$ cat src/rtl/core/pidaw_mulq.sv
// Fixed-point multiply with round-half-up and saturation to the data width.
`default_nettype none

module pidaw_mulq #(
  parameter int AW = 32,
  parameter int BW = 32,
  parameter int DW = 32,
  parameter int FB = 16
) (
  input  wire logic signed [AW-1:0] a,
  input  wire logic signed [BW-1:0] b,
  output logic signed [DW-1:0]      y
);

  localparam int PW = AW + BW + 1;
  localparam int SW = PW - FB;
  localparam logic [PW-1:0] HALF = PW'(1) << (FB - 1);
  localparam logic signed [DW-1:0] MAXV = {1'b0, {(DW-1){1'b1}}};
  localparam logic signed [DW-1:0] MINV = {1'b1, {(DW-1){1'b0}}};

  logic signed [AW+BW-1:0] prod;
  logic        [PW-1:0]    rnd;
  logic        [SW-1:0]    shr;

  // Exact product, add one half LSB, then drop the fraction bits.
  always_comb begin
    prod = a * b;
    rnd  = {prod[AW+BW-1], prod} + HALF;
    shr  = rnd[PW-1:FB];
  end

  // Saturate when the shifted value does not fit the data width.
  if (SW > DW) begin : g_sat
    logic [SW-DW:0] upper;
    always_comb begin
      upper = shr[SW-1:DW-1];
      if ((&upper) || !(|upper)) begin
        y = shr[DW-1:0];
      end else if (shr[SW-1]) begin
        y = MINV;
      end else begin
        y = MAXV;
      end
    end
  end else begin : g_ext
    assign y = DW'($signed(shr));
  end

endmodule

`default_nettype wire

$ cat config.mk
export PLATFORM = sky130hd
export DESIGN_NAME = pidaw_mulq
export DESIGN_NICKNAME = d
export VERILOG_FILES = /design/src/rtl/core/pidaw_mulq.sv
export SDC_FILE = /design/constraint.sdc
export NUM_CORES = 2
export LEC_CHECK = 0
export BUFFER_PORTS_ARGS = -buffer_cell sky130_fd_sc_hd__clkbuf_2
export CAP_MARGIN = 30
export CORE_UTILIZATION = 35
export DETAILED_ROUTE_END_ITERATION = 10
export PLACE_DENSITY = 0.59
export SLEW_MARGIN = 20
export SYNTH_ARGS = -nofsm -noshare
export SYNTH_HDL_FRONTEND = slang
export SYNTH_SLANG_ARGS = --single-unit
$ cat constraint.sdc
create_clock -name vclk -period 38.5
set_input_delay 5.775 -clock vclk [all_inputs]
set_output_delay 5.775 -clock vclk [all_outputs]
set_load 0.02 [all_outputs]
==> results.py <==
metrics = {
    "outcome": {
        "status": "complete, but fails checks",
        "violations": "design-rule violations",
    },
    "setup_path": {
        "worstSetupStartpointType": "primary input",
        "cp_slowest_cell": "fa_1",
        "end_kind": "primary output",
        "cp_common_cell": "fa_1",
        "crit_required_ns": 32.72,
        "crit_path_max_incr_delay_ns": 0.93,
        "worstPathArrival_ns": 16.15,
        "timing_worst_setup_path_type": "primary input to primary output",
        "critPathMaxFanout": 32,
    },
    "sta": {
        "period_needed_ns": 21.92,
        "whs_ns": 12.93,
        "finalSetupTns_ns": 0,
        "finalCritPeriodShare_pct": 56.95,
        "fmax_mhz": 45.61,
        "rsz0062_at_grt": "no",
        "timing.slew.headroom_pct": 38.20,
        "setup_viol": 0,
        "maxSlewViolCount": 0,
        "final_hold_viol_count": 0,
        "tightestPinTransition_ns": 0.9270,
    },
    "floorplan": {
        "row_count": 119,
        "fp.dieW_um": 328.4,
        "die-area_mm2": 0.1078,
        "initial_utilization_pct": 35.37,
        "core_area_mm2": 0.1054,
        "io_pins": 96,
        "die_h_um": 328.4,
    },
    "worst_hold_path": {
        "hp-class": "primary input to primary output",
        "worstHoldEndpoint": "y[2]",
        "hold_depth": 9,
        "hp-start": "a[1]",
    },
    "global_route": {
        "grt.busiest_layer": "met2",
        "met2_usage_pct": 34.39,
        "grt-ovfl-total": 0,
        "grt_max_degree": 33,
        "use_met1_pct": 23.84,
        "antenna_found_initial": 4,
        "grt_pass1_wl_um": 160400,
        "use_met3_pct": 1.405,
        "grt_usage_pct": 18.78,
        "grt_pass1_vias": 29180,
    },
    "finish": {
        "finalNonFillerCells": 5293,
        "final_cell_mix": "1090 x fa_1, 923 x inv_1, 563 x nand2_1, 508 x and2_1, 178 x ha_1",
        "clkbuf_count": 0,
        "seqCellArea_um2": 0,
        "nets": 5234,
        "drive_gt1_share_pct": 4.179,
        "final_common_cell": "fa_1",
        "seq_cells": 0,
        "syn2layout_area_growth_pct": 3.742,
    },
    "drt": {
        "route.vias.total": 26040,
        "routed_wl_um": 96470,
        "wl_per_cell_um": 18.23,
        "viasPerCell": 4.919,
        "drt_iter0_drc": 1230,
        "drcViolationCount": 20,
        "ant_nets": 0,
        "drt-pass1-iter-count": 10,
    },
    "placement": {
        "gp_congestion": 0.8914,
        "dp_cells": 5291,
        "hpwl_um": 83130,
        "portBuffers": 96,
    },
    "yosys": {
        "ys_types": 81,
        "syn-instance-count": 4005,
        "syn_nets": 5337,
        "ys_seq_area_share_pct": 0,
        "yosys_warnings": 0,
        "yosysTopAreaCell": "fa_1",
        "syn_area_mm2": 0.03728,
        "synth_top_area_share_pct": 58.53,
        "synth_top_cells_by_area": "fa_1 59%, inv_1 9.3%, and2_1 8.5%",
        "avgSynthCellArea_um2": 9.309,
    },
    "clocking": {
        "post-cts-setup-buffers": 0,
        "cts.repair.resized": 0,
        "cts_hold_buf": 0,
    },
    "run": {
        "cap_violations": 0,
    },
}
==> per-stage QoR <==
step / setup slack, ns / instance area (um2) / util [%]
6_report: 16.58 / 38680 / 36.69
5_1_grt: 15.92 / 38670 / 36.69
4_1_cts: 16.48 / 38670 / 36.69
3_5_place_dp: 16.48 / 38670 / 36.69
3_3_place_gp: 16.62 / 38670 / 36.69
2_1_floorplan: 17.96 / 37280 / -
==> cells in the mapped netlist (5+ instances only) <==
master / number
fa_1: 1090
inv_1: 924
nand2_1: 563
and2_1: 508
clkbuf_1: 195
ha_1: 178
a21oi_1: 79
nor2_1: 79
o21ai_0: 46
xnor2_1: 40
mux2i_1: 30
nand4_1: 25
o21ai_1: 17
xor2_1: 17
nor3_1: 14
a211oi_1: 12
o21bai_1: 12
a21o_1: 11
buf_4: 11
nand3_1: 10
o211ai_1: 10
o21a_1: 10
nand2b_1: 9
a21oi_2: 8
a31oi_1: 7
buf_2: 6
buf_6: 5
or3_1: 5
==> worst max path at each step <==
stage / slack [ns] / start / to / depth (start not counted)
floorplan: 17.96 / a[31] / y[0] / 29
global placement: 16.62 / a[31] / y[27] / 29
detailed placement: 16.48 / a[31] / y[27] / 29
CTS: 16.48 / b[4] / y[27] / 28
global route: 15.92 / a[31] / y[4] / 29
finish: 16.58 / a[31] / y[27] / 29
==> routing by layer <==
metal,routed length (um),up-vias
li1,-,11360
met1,39290,14020
met5,26,-
met2,50970,532
met3,3382,124
met4,2801,4
==> logic make-up after synthesis <==
group	after synthesis	synth area share [%]
muxes	31	0.8457
buffers and inverters	1150	12.03
xor gates and xnor gates	57	1.339
and+or+nand+nor	1245	16.71
AOI/OAI and AO/OA	254	4.577
adders and majority gates	1268	64.50
==> cell type report <==
class,count,area (um2)
diodes,2,5.005
fillers,10820,66740
inverters,924,3468
multi-input cells,2855,32800
well taps,1391,1740
repair buffers,121,668.1
==> critical path: cells and delay by family <==
family / cells / cell delay (ns)
adder cells (fa/ha/maj): 9 / 5.26
buffers and inverters: 8 / 2.01
AND/OR/NAND/NOR: 4 / 1.39
AO/OA/AOI/OAI: 6 / 1.16
multiplexers: 1 / 0.34
XOR/XNOR: 1 / 0.16
Power is left out: the tool's default activity adds up to more than one toggle a clock period on the data nets, which glitch-free logic cannot reach.
