<file path="src/rtl/core/pidaw_pkg.sv">
// Shared constants and types for the PID controller with anti-windup.
`default_nettype none

package pidaw_pkg;

  // Default data path geometry: signed Q16.16.
  localparam int DATA_WIDTH_DEF = 32;
  localparam int FRAC_BITS_DEF  = 16;

  // Configuration register index width and register map.
  localparam int CFG_IDX_W = 3;

  typedef enum logic [CFG_IDX_W-1:0] {
    REG_PROP_GAIN    = 3'd0,
    REG_INTEG_COEFF  = 3'd1,
    REG_DERIV_COEFF  = 3'd2,
    REG_FILTER_COEFF = 3'd3,
    REG_OUT_MIN      = 3'd4,
    REG_OUT_MAX      = 3'd5
  } cfg_reg_t;

  // Per-stage pipeline control: load enables the stage register, take marks
  // that a real word enters it (used to advance the controller state).
  typedef struct packed {
    logic load;
    logic take;
  } stage_ctl_t;

endpackage

`default_nettype wire

</file>
<file path="src/rtl/core/pidaw_output.sv">
// Output stage: sum of the three terms, clamp to the limits, output register.
`default_nettype none

module pidaw_output #(
  parameter int DW = pidaw_pkg::DATA_WIDTH_DEF
) (
  input  wire logic                  clk,
  input  wire pidaw_pkg::stage_ctl_t ctl,
  input  wire logic signed [DW-1:0]  prop,
  input  wire logic signed [DW-1:0]  integral_sum,
  input  wire logic signed [DW-1:0]  deriv_term,
  input  wire logic signed [DW-1:0]  out_min,
  input  wire logic signed [DW-1:0]  out_max,
  output logic signed [DW-1:0]       drive_value,
  output logic                       saturated
);

  import pidaw_pkg::*;

  localparam logic signed [DW-1:0] MAXV = {1'b0, {(DW-1){1'b1}}};
  localparam logic signed [DW-1:0] MINV = {1'b1, {(DW-1){1'b0}}};

  function automatic logic signed [DW-1:0] sat_add(input logic signed [DW-1:0] x,
                                                   input logic signed [DW-1:0] z);
    logic [DW:0] s;
    s = {x[DW-1], x} + {z[DW-1], z};
    if (s[DW] != s[DW-1]) return s[DW] ? MINV : MAXV;
    return s[DW-1:0];
  endfunction

  logic signed [DW-1:0] total;
  logic signed [DW-1:0] drive_next;
  logic                 saturated_next;

  // The upper limit is tested first, so a total above out_max gives out_max even when the limits are crossed.
  always_comb begin
    total = sat_add(sat_add(prop, integral_sum), deriv_term);
    priority if (total > out_max) begin
      drive_next     = out_max;
      saturated_next = 1'b1;
    end else if (total < out_min) begin
      drive_next     = out_min;
      saturated_next = 1'b1;
    end else begin
      drive_next     = total;
      saturated_next = 1'b0;
    end
  end

  always_ff @(posedge clk) begin
    if (ctl.load) begin
      drive_value <= drive_next;
      saturated   <= saturated_next;
    end
  end

endmodule

`default_nettype wire

</file>
<file path="config.mk">
export PLATFORM = sky130hd
export DESIGN_NAME = pidaw_output
export DESIGN_NICKNAME = d
export VERILOG_FILES = /design/src/rtl/core/pidaw_pkg.sv /design/src/rtl/core/pidaw_output.sv
export SDC_FILE = /design/constraint.sdc
export NUM_CORES = 1
export LEC_CHECK = 0
export ABC_AREA = 1
export BUFFER_PORTS_ARGS = -buffer_cell sky130_fd_sc_hd__clkbuf_2
export CORE_MARGIN = 4
export CORE_UTILIZATION = 55
export CTS_CLUSTER_SIZE = 25
export DETAILED_ROUTE_END_ITERATION = 6
export GPL_TIMING_DRIVEN = 0
export PLACE_DENSITY = 0.82
export SETUP_SLACK_MARGIN = 0.5
export SLEW_MARGIN = 20
export SYNTH_ARGS = -nofsm -noshare
export SYNTH_HDL_FRONTEND = slang
export SYNTH_SLANG_ARGS = --single-unit
export TNS_END_PERCENT = 100
</file>
<file path="constraint.sdc">
create_clock -name clk -period 10.89 [get_ports clk]
set_clock_uncertainty 0.2 [all_clocks]
set_input_delay 0 -clock clk [delete_from_list [all_inputs] [get_ports clk]]
set_output_delay 0 -clock clk [all_outputs]
set_load 0.05 [all_outputs]
</file>
==> summary.txt <==
Antenna diodes - 0
Endpoint class of the critical path - flop
Synth Warn # - 0
Die width - 126 um
Worst hold path type - in2reg
Die H - 126 um
Fmax - 108 MHz
Most used cell, CP - nand2_1
Vias in the first global route - 8605
Post-synth EDFFs - 33
Core ar. - 13500 um^2
Top post-synthesis cells by area - ha_1, nand2_1, edfxtp_1, inv_1, a21oi_1
Area grow syn2layout - 26.1%
Yosys cell types - 47
Vias per inst - 5.31
GP Congestion - 0.940
FF+latch count, synth - 33
Total track usage - 28.4%
Layout cells sized above 1 - 19.4%
Top-area cell type share of the netlist area - 21.4%
Gr ovfl total - 0
Largest area contributor in the netlist - ha_1
Most common cell in the synthesized netlist - nand2_1
Mux share of post-synthesis cell area - 0%
I/O Pins - 196
Root Driver - clkbuf_16
Main combinational cell family by area after synthesis - simple AND/OR/NAND/NOR gates
Post-synth top cells - nand2_1, inv_1, ha_1
Final setup violation count - 0
Final worst slack - 1.60 ns
Detailed Route WL - 23200 um
Setup TNS - 0 ns
Max-cap violations - 0
Initial antenna violation count - 0
Pre-Repair DR Iteration Count - 6
Hold WS - 0.333 ns
Post-Syn Nets - 1525
Via count - 8873
Peak fanout along the critical path - 10
RSZ-0062 raised after global routing - false
Layout fillers - 1133
Placed instance area - 8850 um^2
Worst relative slew slack - 43.1%
Worst-case clock buffer depth - 2
Nets@finish - 1790
Rows - 42
Final Cycle Share - 85.4%
Slowest CP cell - dlygate4sd3_1
Clk slew on worst S/H paths - 0.06 ns
Async S/R FF share, synth - 0%
First-pass GRT wire length - 38300 um
Initial drt markers - 603
Final hold vios - 0
Largest net degree at the start of global routing - 34
Die ar. - 15900 um^2
Simple-Gate Fraction of Synth Area - 31.6%
Post-CTS Setup Inserts - 0
Post-Syn Area - 7660 um^2
Compound-gate portion of the synthesized area - 17.3%
Time the worst path needs with I/O delays and setup - 9.29 ns
Crit path kind - in2reg
Status - finished, final reports clean
Slew @ Worst Pin - 0.854 ns
TritonCTS Buffers - 5
Initial Utilization - 56.9%
Main synth FF type - edfxtp_1
CP arrival - 9.12 ns
Slew Limit Fails - 0
CP peak stage delay - 0.58 ns
Startpoint Class - input port
Design area - 9660 um^2
Synth Area in XOR/XNOR - 2.40%
FF/Latch Area - 991 um^2
Hpwl dp - 17900 um
Wire length per cell - 13.9 um
H-Tree Depth - 2
Adder-cell share of the synthesized area - 21.9%
Req. time, crit path - 10.71 ns
Multi-input gate area - 5620 um^2
Routed Antenna Nets - 0
Sink Count - 33
PortBufs - 194
DRC - 0
CTS tree - done
Post-Place Worst Slack - 0.757 ns
Register area share after synthesis - 12.9%
Post-synthesis average cell area - 6.23 um^2
Synth Instances - 1229
==> layout by cell type, fill, tap and decap left out, types with 5 or more instances in the layout <==
cell type / instances
edfxtp_1: 33
nand2_1: 296
xor2_1: 19
buf_4: 6
a21boi_1: 5
nor4_1: 5
inv_2: 7
a21o_1: 6
o21ai_1: 9
nor3_1: 12
a31oi_1: 7
nand4_1: 9
o21ai_0: 61
clkbuf_2: 203
a21oi_1: 116
nor2_1: 53
nand3_1: 105
ha_1: 130
clkbuf_16: 5
inv_1: 230
and2_1: 5
nand2_2: 33
or2_2: 13
dlygate4sd3_1: 64
o21a_1: 8
==> worst paths after layout <==
check | endpoint | slack (ns) | depth (start not counted) | from
worst max-delay path | drive_value[22]$_DFFE_PP_ | 1.60 | 56 | prop[2]
worst min-delay path | drive_value[6]$_DFFE_PP_ | 0.33 | 1 | ctl[1]
==> layer usage <==
metal  track usage, %  up-vias  part of all wire (%)
li1                 -     4577                     -
met1             33.8     3835                    41
met2             51.3      401                    47
met3             5.08       60                   8.2
met4             9.53        0                   3.0
met5                0        -                     0
==> critical path: cells and delay by family <==
| family | cells | cell delay (ns) |
|---|---|---|
| AND/OR/NAND/NOR | 18 | 1.66 |
| AO/OA/AOI/OAI | 21 | 3.42 |
| XOR/XNOR | 2 | 0.41 |
| adder cells (fa/ha/maj) | 5 | 1.56 |
| buffers and inverters | 10 | 2.03 |
==> through the flow <==
stage / cells / util [%]
CTS: 1671 / 71.6
global route: 1671 / 71.8
detailed placement: 1599 / 65.8
global placement: 1599 / 65.8
finish: 1671 / 71.8
floorplan: 1229 / -
==> sequential cells by signal, summed over array words and instances, names as in the netlist <==
register and cells:
saturated 1, drive_value 32
==> layout make-up <==
| cell class | count | area share [%] |
|---|---|---|
| Tap cell | 176 | 2.28 |
| Sequential cell | 33 | 10.3 |
| Clock inverter | 2 | 0.104 |
| Inverter | 237 | 9.21 |
| Buffer | 26 | 1.96 |
| Multi-Input combinational cell | 933 | 58.2 |
| Timing Repair Buffer | 258 | 16.7 |
| Clock buffer | 6 | 1.33 |
==> kinds of logic (layout without fill, tap and decap cells) <==
family	after synthesis	after routing
flip-flops	33	33
buffers and inverters	263	529
AND/OR/NAND/NOR	541	541
XOR/XNOR	21	21
AO/OA/AOI/OAI	238	238
adder cells (fa/ha/maj)	133	133
==> timing repair <==
item / 4_1_cts / 5_1_grt
endpoints found under the hold margin: 32 / 0
resized for setup: 0 / 25
hold buffers: 64 / 0
setup endpoints to repair: 0 / 33
Power is left out: the tool's default activity adds up to more than one toggle a clock period on the data nets, which glitch-free logic cannot reach.
