File: config.mk
export PLATFORM = sky130hd
export DESIGN_NAME = pidaw_error
export DESIGN_NICKNAME = d
export VERILOG_FILES = /design/src/rtl/core/pidaw_pkg.sv /design/src/rtl/core/pidaw_error.sv
export SDC_FILE = /design/constraint.sdc
export NUM_CORES = 1
export LEC_CHECK = 0
export BUFFER_PORTS_ARGS = -buffer_cell sky130_fd_sc_hd__buf_2
export CAP_MARGIN = 20
export CORE_UTILIZATION = 50
export CTS_CLUSTER_SIZE = 16
export DETAILED_ROUTE_END_ITERATION = 10
export GPL_ROUTABILITY_DRIVEN = 0
export GPL_TIMING_DRIVEN = 0
export PLACE_DENSITY = 0.71
export SYNTH_ARGS = -nofsm -noshare
export SYNTH_HDL_FRONTEND = slang
export SYNTH_SLANG_ARGS = --single-unit
File: constraint.sdc
create_clock -name clk -period 9.9 [get_ports clk]
set_clock_uncertainty 0.15 [all_clocks]
set_input_delay 0.99 -clock clk [delete_from_list [all_inputs] [get_ports clk]]
set_output_delay 0.99 -clock clk [all_outputs]
set_load 0.03 [all_outputs]
File: src/rtl/core/pidaw_pkg.sv
// Shared constants and types for the PID controller with anti-windup.
`default_nettype none

package pidaw_pkg;

  // Default data path geometry: signed Q16.16.
  localparam int DATA_WIDTH_DEF = 32;
  localparam int FRAC_BITS_DEF  = 16;

  // Configuration register index width and register map.
  localparam int CFG_IDX_W = 3;

  typedef enum logic [CFG_IDX_W-1:0] {
    REG_PROP_GAIN    = 3'd0,
    REG_INTEG_COEFF  = 3'd1,
    REG_DERIV_COEFF  = 3'd2,
    REG_FILTER_COEFF = 3'd3,
    REG_OUT_MIN      = 3'd4,
    REG_OUT_MAX      = 3'd5
  } cfg_reg_t;

  // Per-stage pipeline control: load enables the stage register, take marks
  // that a real word enters it (used to advance the controller state).
  typedef struct packed {
    logic load;
    logic take;
  } stage_ctl_t;

endpackage

`default_nettype wire

File: src/rtl/core/pidaw_error.sv
// Error stage: error, error pair sum and measurement step, with their history.
`default_nettype none

module pidaw_error #(
  parameter int DW = pidaw_pkg::DATA_WIDTH_DEF
) (
  input  wire logic                 clk,
  input  wire logic                 rst,
  input  wire pidaw_pkg::stage_ctl_t ctl,
  input  wire logic signed [DW-1:0] target_q,
  input  wire logic signed [DW-1:0] meas_q,
  output logic signed [DW-1:0]      err,
  output logic signed [DW-1:0]      err_pair,
  output logic signed [DW-1:0]      meas_step
);

  import pidaw_pkg::*;

  localparam logic signed [DW-1:0] MAXV = {1'b0, {(DW-1){1'b1}}};
  localparam logic signed [DW-1:0] MINV = {1'b1, {(DW-1){1'b0}}};

  function automatic logic signed [DW-1:0] sat_add(input logic signed [DW-1:0] x,
                                                   input logic signed [DW-1:0] z);
    logic [DW:0] s;
    s = {x[DW-1], x} + {z[DW-1], z};
    if (s[DW] != s[DW-1]) return s[DW] ? MINV : MAXV;
    return s[DW-1:0];
  endfunction

  function automatic logic signed [DW-1:0] sat_sub(input logic signed [DW-1:0] x,
                                                   input logic signed [DW-1:0] z);
    logic [DW:0] s;
    s = {x[DW-1], x} - {z[DW-1], z};
    if (s[DW] != s[DW-1]) return s[DW] ? MINV : MAXV;
    return s[DW-1:0];
  endfunction

  logic signed [DW-1:0] last_error;
  logic signed [DW-1:0] last_measured;
  logic signed [DW-1:0] err_next;

  assign err_next = sat_sub(target_q, meas_q);

  // Previous error and measurement advance once per real word.
  always_ff @(posedge clk) begin
    if (rst) begin
      last_error    <= '0;
      last_measured <= '0;
    end else if (ctl.take) begin
      last_error    <= err_next;
      last_measured <= meas_q;
    end
  end

  // Stage register feeding the multipliers.
  always_ff @(posedge clk) begin
    if (ctl.load) begin
      err       <= err_next;
      err_pair  <= sat_add(err_next, last_error);
      meas_step <= sat_sub(meas_q, last_measured);
    end
  end

endmodule

`default_nettype wire

==> metrics.txt <==
r2r worst-path depth=13; class of the worst hold path=reg -> reg; Placed Area=0.0125 mm^2; CP dominant cell by count=ha_1; die height=between 150 and 200 um; total negative slack=0 ps; Min-Delay Path Depth=2; final hold violation count=0; hold_sp=last_measured[24]; Final ANT Viol Nets=0; Synth Cell Area=0.0113 mm^2; Syn Nets=1376; Core Rows=54; yosys warns=0; grt total ovfl=0; Critical Path Sink Type=flop; vias per cell=5.57; CP arrival=8310 ps; GRT Total Usage=24.2%; post-synthesis mux area share=4.64%; area leader, netlist=edfxtp_1; sequential element share of the synthesized area=37.0%; cts repair resizes=0; Initial Utilization=51.3%; WP data required=around 10000 ps; clk buf depth=2; final net count=1558; Gate Count Post-Synth=1207; status=finished, violations left; most frequent cells in the layout=buf_2 (165), nor2_1 (114), a21oi_1 (103), ha_1 (98), edfxtp_1 (96); post-synthesis compound-gate area fraction=22.2%; Routed wire per std cell=approximately 17 um; worst-path fanout max=10; initial antenna violation count=1; RR Endpoint=meas_step[11]; Post-CTS Setup Bufs=0; Slowest cell on crit path=a221oi_4; Iter 0 DRT Violations=545; H-tree depth=4; crit path time final=just over 8000 ps; Cell variety after synth=81; pin count of the biggest net entering global routing=50; port bufs=162; Power Density=263 mW/mm^2; CTS tree=yes; Synth top area share=25.6%; first-pass GRT wire length=44.8 mm; startpoint types=primary input; largest family of logic cells by synthesized area=compound AO/OA/AOI/OAI gates; ranking of synthesized cells by area=edfxtp_1 (26%), dfxtp_1 (11%), ha_1 (11%), a21oi_1 (4.6%), mux2i_1 (4.4%); die area=0.0231 mm^2; fmax=122 MHz; Syn Area/Cell=9.33 um^2; Largest stage delay, worst path=640 ps; commonest non-fill, non-tap cell in the layout=buf_2; crit path kind=in -> reg; hold endpoint=last_measured[24]; Leak=5.71 nW; Die Wd=152 um; total power=3.44 mW; share of cells above drive strength 1=17.8%; post-DP HPWL=between 20 and 25 mm; Main synth FF type=edfxtp_1; Remaining DRCs=40; fraction of registers with async set/reset=0%; Rel. slew slack=28.6%; footprint of the multi-input gates=~0.0065 mm^2; area of the core=0.0220 mm^2; peak supply drop=0.126 mV; post-synthesis adder-cell area fraction=12.5%; Post-synth EDFFs=96; post-route cell area=0.0131 mm^2; Worst-Margin Slew=1060 ps; register area=around 0.0042 mm^2; #FFs+latches synth=160; r2r startpoint=last_measured[0]; number of setup violations in the final report=0; R2R setup slack=5970 ps; via count of the first global-routing pass=9033; Max-Cap Viols=0; Reg clk slew, reported paths=70 ps; cts bufs inserted=17; unrepaired setup endpoints after global routing=no; Via Count=9366; number of fillers in the final layout=1905; Placed Cells=around 1700; fin crit share=slightly above 80%; post-synthesis xor/xnor area fraction=around 6.5%; post-synthesis simple-gate area fraction=11.9%; failing checks=DRC; area grow syn2layout=16.2%; CTS Sinks=160; critical path startpoint=meas_q[12]; WL final=~28 mm; CTS Root Buffer Type=clkbuf_16; Ports=164; 1st-pass router iterations=8; WHS=about 350 ps; cts hold-fix bufs=0; max-slew violation count=0; clock latency on the worst-skew pair=approximately 430 ps; non-filler cells in the finished layout=1683
-- worst max-delay path: cells and delay by family --
| kind | cells | cell delay, ps |
|---|---|---|
| xor gates and xnor gates | 1 | 180 |
| and+or+nand+nor | 4 | 540 |
| AOI/OAI and AO/OA | 15 | 4070 |
| buffers and inverters | 6 | 1310 |
| adders and majority gates | 3 | 1200 |
-- worst max path at each step --
stage / end / slack, ps / cells after the start
6_report: err_pair[24] / 1730 / 29
5_1_grt: err_pair[24] / 1280 / 30
4_1_cts: err_pair[5] / 1840 / 29
3_5_place_dp: err_pair[5] / 1450 / 29
3_3_place_gp: err_pair[5] / 1470 / 29
2_1_floorplan: err_pair[15] / 3080 / 29
-- cells by family (layout without fill, tap and decap cells) --
logic type / Yosys count / after routing
compound gates: 377 / 377
simple gates: 280 / 280
flops: 160 / 160
buf+inv: 142 / 337
fa+ha+maj: 113 / 113
xor+xnor: 83 / 83
mux: 52 / 52
other cells: 0 / 1
-- synthesized netlist by cell type, types with 19 or more instances --
cell and count:
nand3_1 19, nor2_1 114, a211oi_1 20, xnor2_1 44, a21oi_1 103, edfxtp_1 96, a21o_1 43, mux2i_1 50
inv_1 89, o21ai_0 76, clkbuf_1 26, xor2_1 39, ha_1 98, dfxtp_1 64, nand2_1 55
-- power by group --
| group | switching (mW) | internal (mW) |
|---|---|---|
| combinational | 1.11 | 0.617 |
| sequential | 0.0482 | 0.944 |
| clock | 0.289 | 0.426 |
| total | 1.45 | 1.99 |
-- flip-flops by register name, summed over array words and instances (netlist names) --
signal,flops
last_measured,32
err_pair,32
err,32
meas_step,32
last_error,32
-- metal layers --
metal / up-vias / GRT usage, % / routed length (um)
li1: 4777 / - / -
met1: 4238 / 31.0 / 12700
met2: 301 / 41.0 / 13100
met3: 50 / 4.22 / 1570
met4: 0 / 8.50 / 653
met5: - / 0 / 0
-- area by class of cell --
type | instances | share of cell area (%)
Inverter | 89 | 2.55
Clock inverter | 15 | 1.54
Multi-Input combinational cell | 905 | 49.6
Sequential cell | 160 | 31.8
Antenna cell | 1 | 0.0191
Buffer | 53 | 2.08
Tap cell | 280 | 2.68
Clock buffer | 17 | 3.25
Timing Repair Buffer | 163 | 6.43
-- through the flow --
stage / setup slack, ps / util (%)
4_1_cts: 1840 / 59.6
5_1_grt: 1280 / 59.6
6_report: 1730 / 59.6
3_5_place_dp: 1450 / 56.7
2_1_floorplan: 3080 / -
3_3_place_gp: 1470 / 56.6
Note: power is estimated with default switching activity, not from simulation.
