$ cat config.mk
export PLATFORM = sky130hd
export DESIGN_NAME = pidaw_integ_deriv
export DESIGN_NICKNAME = d
export VERILOG_FILES = /design/src/rtl/core/pidaw_pkg.sv /design/src/rtl/core/pidaw_mulq.sv /design/src/rtl/core/pidaw_integ_deriv.sv
export SDC_FILE = /design/constraint.sdc
export NUM_CORES = 2
export LEC_CHECK = 0
export BUFFER_PORTS_ARGS = -buffer_cell sky130_fd_sc_hd__buf_4
export CAP_MARGIN = 20
export CORE_MARGIN = 3
export CORE_UTILIZATION = 44
export CTS_BUF_LIST = sky130_fd_sc_hd__clkbuf_8
export CTS_CLUSTER_SIZE = 20
export DETAILED_ROUTE_END_ITERATION = 6
export RECOVER_POWER = 100
export SLEW_MARGIN = 20
export SYNTH_ARGS = -nofsm -noshare
export SYNTH_HDL_FRONTEND = slang
export SYNTH_HIERARCHICAL = 1
export SYNTH_SLANG_ARGS = --single-unit
$ cat constraint.sdc
create_clock -name clk -period 22.5 [get_ports clk]
set_input_delay 1.125 -clock clk [delete_from_list [all_inputs] [get_ports clk]]
set_output_delay 1.125 -clock clk [all_outputs]
set_load 0.01 [all_outputs]
$ cat src/rtl/core/pidaw_pkg.sv
// Shared constants and types for the PID controller with anti-windup.
`default_nettype none

package pidaw_pkg;

  // Default data path geometry: signed Q16.16.
  localparam int DATA_WIDTH_DEF = 32;
  localparam int FRAC_BITS_DEF  = 16;

  // Configuration register index width and register map.
  localparam int CFG_IDX_W = 3;

  typedef enum logic [CFG_IDX_W-1:0] {
    REG_PROP_GAIN    = 3'd0,
    REG_INTEG_COEFF  = 3'd1,
    REG_DERIV_COEFF  = 3'd2,
    REG_FILTER_COEFF = 3'd3,
    REG_OUT_MIN      = 3'd4,
    REG_OUT_MAX      = 3'd5
  } cfg_reg_t;

  // Per-stage pipeline control: load enables the stage register, take marks
  // that a real word enters it (used to advance the controller state).
  typedef struct packed {
    logic load;
    logic take;
  } stage_ctl_t;

endpackage

`default_nettype wire

$ cat src/rtl/core/pidaw_mulq.sv
// Fixed-point multiply with round-half-up and saturation to the data width.
`default_nettype none

module pidaw_mulq #(
  parameter int AW = 32,
  parameter int BW = 32,
  parameter int DW = 32,
  parameter int FB = 16
) (
  input  wire logic signed [AW-1:0] a,
  input  wire logic signed [BW-1:0] b,
  output logic signed [DW-1:0]      y
);

  localparam int PW = AW + BW + 1;
  localparam int SW = PW - FB;
  localparam logic [PW-1:0] HALF = PW'(1) << (FB - 1);
  localparam logic signed [DW-1:0] MAXV = {1'b0, {(DW-1){1'b1}}};
  localparam logic signed [DW-1:0] MINV = {1'b1, {(DW-1){1'b0}}};

  logic signed [AW+BW-1:0] prod;
  logic        [PW-1:0]    rnd;
  logic        [SW-1:0]    shr;

  // Exact product, add one half LSB, then drop the fraction bits.
  always_comb begin
    prod = a * b;
    rnd  = {prod[AW+BW-1], prod} + HALF;
    shr  = rnd[PW-1:FB];
  end

  // Saturate when the shifted value does not fit the data width.
  if (SW > DW) begin : g_sat
    logic [SW-DW:0] upper;
    always_comb begin
      upper = shr[SW-1:DW-1];
      if ((&upper) || !(|upper)) begin
        y = shr[DW-1:0];
      end else if (shr[SW-1]) begin
        y = MINV;
      end else begin
        y = MAXV;
      end
    end
  end else begin : g_ext
    assign y = DW'($signed(shr));
  end

endmodule

`default_nettype wire

$ cat src/rtl/core/pidaw_integ_deriv.sv
// State stage: clamped trapezoidal integrator and filtered derivative.
`default_nettype none

module pidaw_integ_deriv #(
  parameter int DW = pidaw_pkg::DATA_WIDTH_DEF,
  parameter int FB = pidaw_pkg::FRAC_BITS_DEF
) (
  input  wire logic                   clk,
  input  wire logic                   rst,
  input  wire pidaw_pkg::stage_ctl_t  ctl,
  input  wire logic signed [DW-1:0]   prop_in,
  input  wire logic signed [DW-1:0]   integ_step,
  input  wire logic signed [DW-1:0]   deriv_step,
  input  wire logic signed [FB+1:0]   filter_coeff,
  input  wire logic signed [DW-1:0]   out_min,
  input  wire logic signed [DW-1:0]   out_max,
  output logic signed [DW-1:0]        prop,
  output logic signed [DW-1:0]        integral_sum,
  output logic signed [DW-1:0]        deriv_term
);

  import pidaw_pkg::*;

  localparam logic signed [DW-1:0] MAXV = {1'b0, {(DW-1){1'b1}}};
  localparam logic signed [DW-1:0] MINV = {1'b1, {(DW-1){1'b0}}};

  function automatic logic signed [DW-1:0] sat_add(input logic signed [DW-1:0] x,
                                                   input logic signed [DW-1:0] z);
    logic [DW:0] s;
    s = {x[DW-1], x} + {z[DW-1], z};
    if (s[DW] != s[DW-1]) return s[DW] ? MINV : MAXV;
    return s[DW-1:0];
  endfunction

  function automatic logic signed [DW-1:0] sat_sub(input logic signed [DW-1:0] x,
                                                   input logic signed [DW-1:0] z);
    logic [DW:0] s;
    s = {x[DW-1], x} - {z[DW-1], z};
    if (s[DW] != s[DW-1]) return s[DW] ? MINV : MAXV;
    return s[DW-1:0];
  endfunction

  logic signed [DW-1:0] lim_hi;
  logic signed [DW-1:0] lim_lo;
  logic signed [DW-1:0] integ_raw;
  logic signed [DW-1:0] integral_sum_next;
  logic signed [DW-1:0] deriv_decay;

  // Anti-windup bounds: the output limits less the proportional term,
  // pulled to zero when they sit on the wrong side of zero.
  always_comb begin
    lim_hi = (out_max > prop_in) ? sat_sub(out_max, prop_in) : '0;
    lim_lo = (out_min < prop_in) ? sat_sub(out_min, prop_in) : '0;
    integ_raw = sat_add(integral_sum, integ_step);
    priority if (integ_raw > lim_hi) begin
      integral_sum_next = lim_hi;
    end else if (integ_raw < lim_lo) begin
      integral_sum_next = lim_lo;
    end else begin
      integral_sum_next = integ_raw;
    end
  end

  // Derivative filter pole: filter_coeff times the previous derivative.
  pidaw_mulq #(
    .AW(FB + 2),
    .BW(DW),
    .DW(DW),
    .FB(FB)
  ) u_filter_mul (
    .a(filter_coeff),
    .b(deriv_term),
    .y(deriv_decay)
  );

  // Controller state advances once per real word.
  always_ff @(posedge clk) begin
    if (rst) begin
      integral_sum <= '0;
      deriv_term   <= '0;
    end else if (ctl.take) begin
      integral_sum <= integral_sum_next;
      deriv_term   <= sat_sub(deriv_decay, deriv_step);
    end
  end

  // Proportional term travels alongside the state.
  always_ff @(posedge clk) begin
    if (ctl.load) begin
      prop <= prop_in;
    end
  end

endmodule

`default_nettype wire

==> metrics.txt <==
# TYPE chip_impl_metric gauge
chip_impl_metric{name="drtPass1Iterations",unit=""} 5
chip_impl_metric{name="post_cts_resize_count",unit=""} 0
chip_impl_metric{name="clk_sink_count",unit=""} 96
chip_impl_metric{name="timing.final.max_slew_violations",unit=""} 177
chip_impl_metric{name="worst_slew_margin_rel",unit="%"} -38.4
chip_impl_metric{name="final.period_utilization",unit="%"} 61.9
chip_impl_metric{name="detailed_place_hpwl",unit="mm"} 86.1
chip_impl_info{name="critical_path.startpoint_type",value="register"} 1
chip_impl_metric{name="synth_cell_types",unit=""} 106
chip_impl_metric{name="fmax",unit="MHz"} 71.8
chip_impl_metric{name="global_route_wire_length_before_repair",unit="mm"} 163
chip_impl_info{name="hold_path_startpoint",value="integral_sum[27]"} 1
chip_impl_info{name="synthTopCellsByArea",value="sky130_fd_sc_hd__fa_1 34%, sky130_fd_sc_hd__ha_1 12%, sky130_fd_sc_hd__inv_1 8.2%, sky130_fd_sc_hd__nand2_1 5.6%, sky130_fd_sc_hd__and2_1 4.0%"} 1
chip_impl_metric{name="detailed_place.area",unit="um^2"} 36200
chip_impl_metric{name="chipHeight",unit="um"} 282
chip_impl_metric{name="synthesis.nets",unit=""} 5044
chip_impl_info{name="failing_checks",value="capacitance limit, slew limit"} 1
chip_impl_metric{name="width_of_the_die",unit="um"} 282
chip_impl_metric{name="asyncSetResetFlopFracSynth",unit="%"} 0
chip_impl_metric{name="grt_pass1_vias",unit=""} 28651
chip_impl_metric{name="htree_levels",unit=""} 3
chip_impl_metric{name="worst_pin_slew",unit="ns"} 2.08
chip_impl_metric{name="timing.clock.skew",unit="ns"} 0.0112
chip_impl_metric{name="route.detailed.wl_per_inst",unit="um"} 20.5
chip_impl_metric{name="coreArea",unit="um^2"} 74800
chip_impl_info{name="worstHoldPathType",value="register to register"} 1
chip_impl_metric{name="io_pins",unit=""} 278
chip_impl_metric{name="timing.max_cap.violations",unit=""} 7
chip_impl_metric{name="fillers",unit=""} 7499
chip_impl_metric{name="dieArea",unit="um^2"} 79300
chip_impl_metric{name="drt.antenna.violating_nets",unit=""} 0
chip_impl_metric{name="final_cells",unit=""} 5105
chip_impl_metric{name="crit_required",unit="ns"} 22.79
chip_impl_info{name="outcome",value="finished, violations left"} 1
chip_impl_metric{name="post_cts.repair.setup_buffers",unit=""} 0
chip_impl_info{name="regToRegStartpoint",value="deriv_term[22]"} 1
chip_impl_metric{name="synth_edf_count",unit=""} 32
chip_impl_metric{name="post_synth.cell_area_avg",unit="um^2"} 8.38
chip_impl_metric{name="setup_viol",unit=""} 0
chip_impl_metric{name="crit_arrival",unit="ns"} 14.22
chip_impl_metric{name="yosysTopAreaCellShare",unit="%"} 33.6
chip_impl_metric{name="timing_hold_violations_final",unit=""} 0
chip_impl_info{name="worst_path_max_delay_cell",value="sky130_fd_sc_hd__clkbuf_1"} 1
chip_impl_metric{name="grt_use_total",unit="%"} 26.5
chip_impl_info{name="clock_tree_from_tritoncts",value="yes"} 1
chip_impl_info{name="clock-root-buffer",value="sky130_fd_sc_hd__clkbuf_8"} 1
chip_impl_metric{name="r2r_slack",unit="ns"} 8.56
chip_impl_metric{name="syn_area",unit="um^2"} 33400
chip_impl_metric{name="seqCellArea",unit="um^2"} 2240
chip_impl_metric{name="finalWeightedCongestion",unit=""} 0.975
chip_impl_metric{name="cts.reportedPaths.clkPinSlew",unit="ns"} 0.12
chip_impl_metric{name="ctsHoldBuffers",unit=""} 0
chip_impl_info{name="crit-reg2reg-capture",value="deriv_term[20]"} 1
chip_impl_metric{name="critical_path_max_stage_delay",unit="ns"} 1.50
chip_impl_metric{name="fin_setup_tns",unit="ns"} 0
chip_impl_metric{name="via_per_inst",unit=""} 5.55
chip_impl_metric{name="num_rows",unit=""} 100
chip_impl_metric{name="detail_route.wirelength",unit="mm"} 105
chip_impl_metric{name="areaGrowthSynthToFinish",unit="%"} 7.48
chip_impl_metric{name="synth_seq_area_share",unit="%"} 6.70
chip_impl_info{name="most_instantiated_flip_flop_cell_in_the_synthesis_netlist",value="sky130_fd_sc_hd__dfxtp_1"} 1
chip_impl_metric{name="worst-path-max-fanout",unit=""} 31
chip_impl_metric{name="synthesized_netlist_cell_count",unit=""} 3990
chip_impl_metric{name="area_of_combinational_cells_with_multiple_inputs",unit="um^2"} 27600
chip_impl_metric{name="antenna_found_initial",unit=""} 6
chip_impl_metric{name="drt-initial-drc-count",unit=""} 1998
chip_impl_info{name="timing_worst_setup_path_type",value="register to register"} 1
chip_impl_info{name="hold_end",value="integral_sum[27]"} 1
chip_impl_metric{name="holdPathStages",unit=""} 2
chip_impl_metric{name="place.port_buffers",unit=""} 277
chip_impl_info{name="crit_path_most_repeated_cell",value="sky130_fd_sc_hd__fa_1"} 1
chip_impl_metric{name="final_layout_net_count",unit=""} 5180
chip_impl_metric{name="post-route-cell-area",unit="um^2"} 35900
chip_impl_metric{name="proportion_of_layout_cells_with_a_drive_suffix_above_1",unit="%"} 7.48
chip_impl_metric{name="clock_latency_on_the_worst_skew_pair",unit="ns"} 0.42
chip_impl_metric{name="reg2regPathDepth",unit=""} 35
chip_impl_metric{name="initial_utilization",unit="%"} 44.7
chip_impl_metric{name="dp_cells",unit=""} 5083
chip_impl_metric{name="vias",unit=""} 28351
chip_impl_metric{name="final_period_minus_worst_setup_slack",unit="ns"} 13.94
chip_impl_metric{name="ys_ff_latch",unit=""} 96
chip_impl_metric{name="grt_start_max_net_pins",unit=""} 45
chip_impl_info{name="kind_of_end_point_of_the_critical_path",value="register"} 1
chip_impl_metric{name="cts_buffer_depth",unit=""} 2
chip_impl_metric{name="numCtsBuffers",unit=""} 9
chip_impl_metric{name="hold_ws",unit="ns"} 0.543
chip_impl_info{name="yosysTopAreaCell",value="sky130_fd_sc_hd__fa_1"} 1
chip_impl_metric{name="synth-warning-count",unit=""} 6
chip_impl_metric{name="grt-ovfl-total",unit=""} 0
chip_impl_info{name="rsz0062_at_grt",value="no"} 1
chip_impl_metric{name="drc",unit=""} 0
[per-layer routing]
metal	track usage, %	wire (um)	up-vias
li1	-	-	13194
met1	38.1	48300	14152
met2	42.2	47300	906
met3	4.94	7440	95
met4	4.61	1670	4
met5	0	27	-
[placed cells by master, fill, tap and decap left out, drive strengths merged, types with 8 or more instances in the layout]
master / n
a211oi: 57
a21boi: 13
a21o: 68
a21oi: 191
a221o: 26
a22oi: 8
a31oi: 25
and2: 213
and3: 23
and4: 9
buf: 178
clkbuf: 141
dfxtp: 64
edfxtp: 32
fa: 562
ha: 310
inv: 735
maj3: 11
mux2i: 14
nand2: 495
nand2b: 21
nand3: 45
nand4: 37
nor2: 185
nor2b: 15
nor3: 25
nor4: 10
o211ai: 30
o21a: 26
o21ai: 228
o21bai: 23
o31ai: 21
or2: 14
xnor2: 95
xor2: 56
[per-stage QoR]
step	utilization, %	setup slack [ns]
5_1_grt	48.0	7.44
4_1_cts	48.7	10.83
2_1_floorplan	-	12.45
3_5_place_dp	48.4	10.38
3_3_place_gp	48.4	10.49
6_report	48.0	8.56
[sequential cells by signal, summed over array words and instances, names as in the netlist]
register,flops
deriv_term,32
integral_sum,32
prop,32
[worst max-delay path: cells and delay by family (launching register included)]
| family | cells | cell delay, ns |
|---|---|---|
| fa+ha+maj | 8 | 4.00 |
| buf+inv | 7 | 2.87 |
| xor+xnor | 1 | 0.21 |
| flops | 1 | 0.32 |
| compound gates | 11 | 2.92 |
| simple gates | 8 | 3.46 |
[cell families after synthesis]
logic type               share of synthesized area (%)
AND/OR/NAND/NOR                                   16.1
buffers and inverters                             10.7
adder cells (fa/ha/maj)                           45.6
AO/OA/AOI/OAI                                     16.4
XOR/XNOR                                          4.02
flip-flops                                        6.70
multiplexers                                     0.520
[synth_stat cells (all sizes together), types with 31 or more instances]
cell type  count
clkbuf       154
a21oi        191
a21o          68
nor2         185
inv          730
dfxtp         64
ha           310
nand3         45
fa           562
edfxtp        32
o21ai        228
nand2        495
and2         213
xor2          56
xnor2         95
nand4         37
buf           31
a211oi        57
[cell type report]
type / count / area share (%)
antenna: 5 / 0.0348
clock buffer: 9 / 0.345
clock inverter: 7 / 0.258
inverter: 731 / 7.63
multi-input combinational: 2978 / 76.8
sequential: 96 / 6.24
tap: 969 / 3.37
timing repair buffer: 310 / 5.30
[how the worst max path moves through the flow]
stage | start | endpoint
floorplan | filter_coeff[3] | deriv_term[1]
global placement | filter_coeff[3] | deriv_term[5]
detailed placement | filter_coeff[3] | deriv_term[6]
CTS | filter_coeff[3] | deriv_term[26]
global route | deriv_term[22] | deriv_term[20]
finish | deriv_term[22] | deriv_term[20]
Power is not shown: default switching activity piles up to over one toggle a cycle in this logic, so the estimate is an artifact.
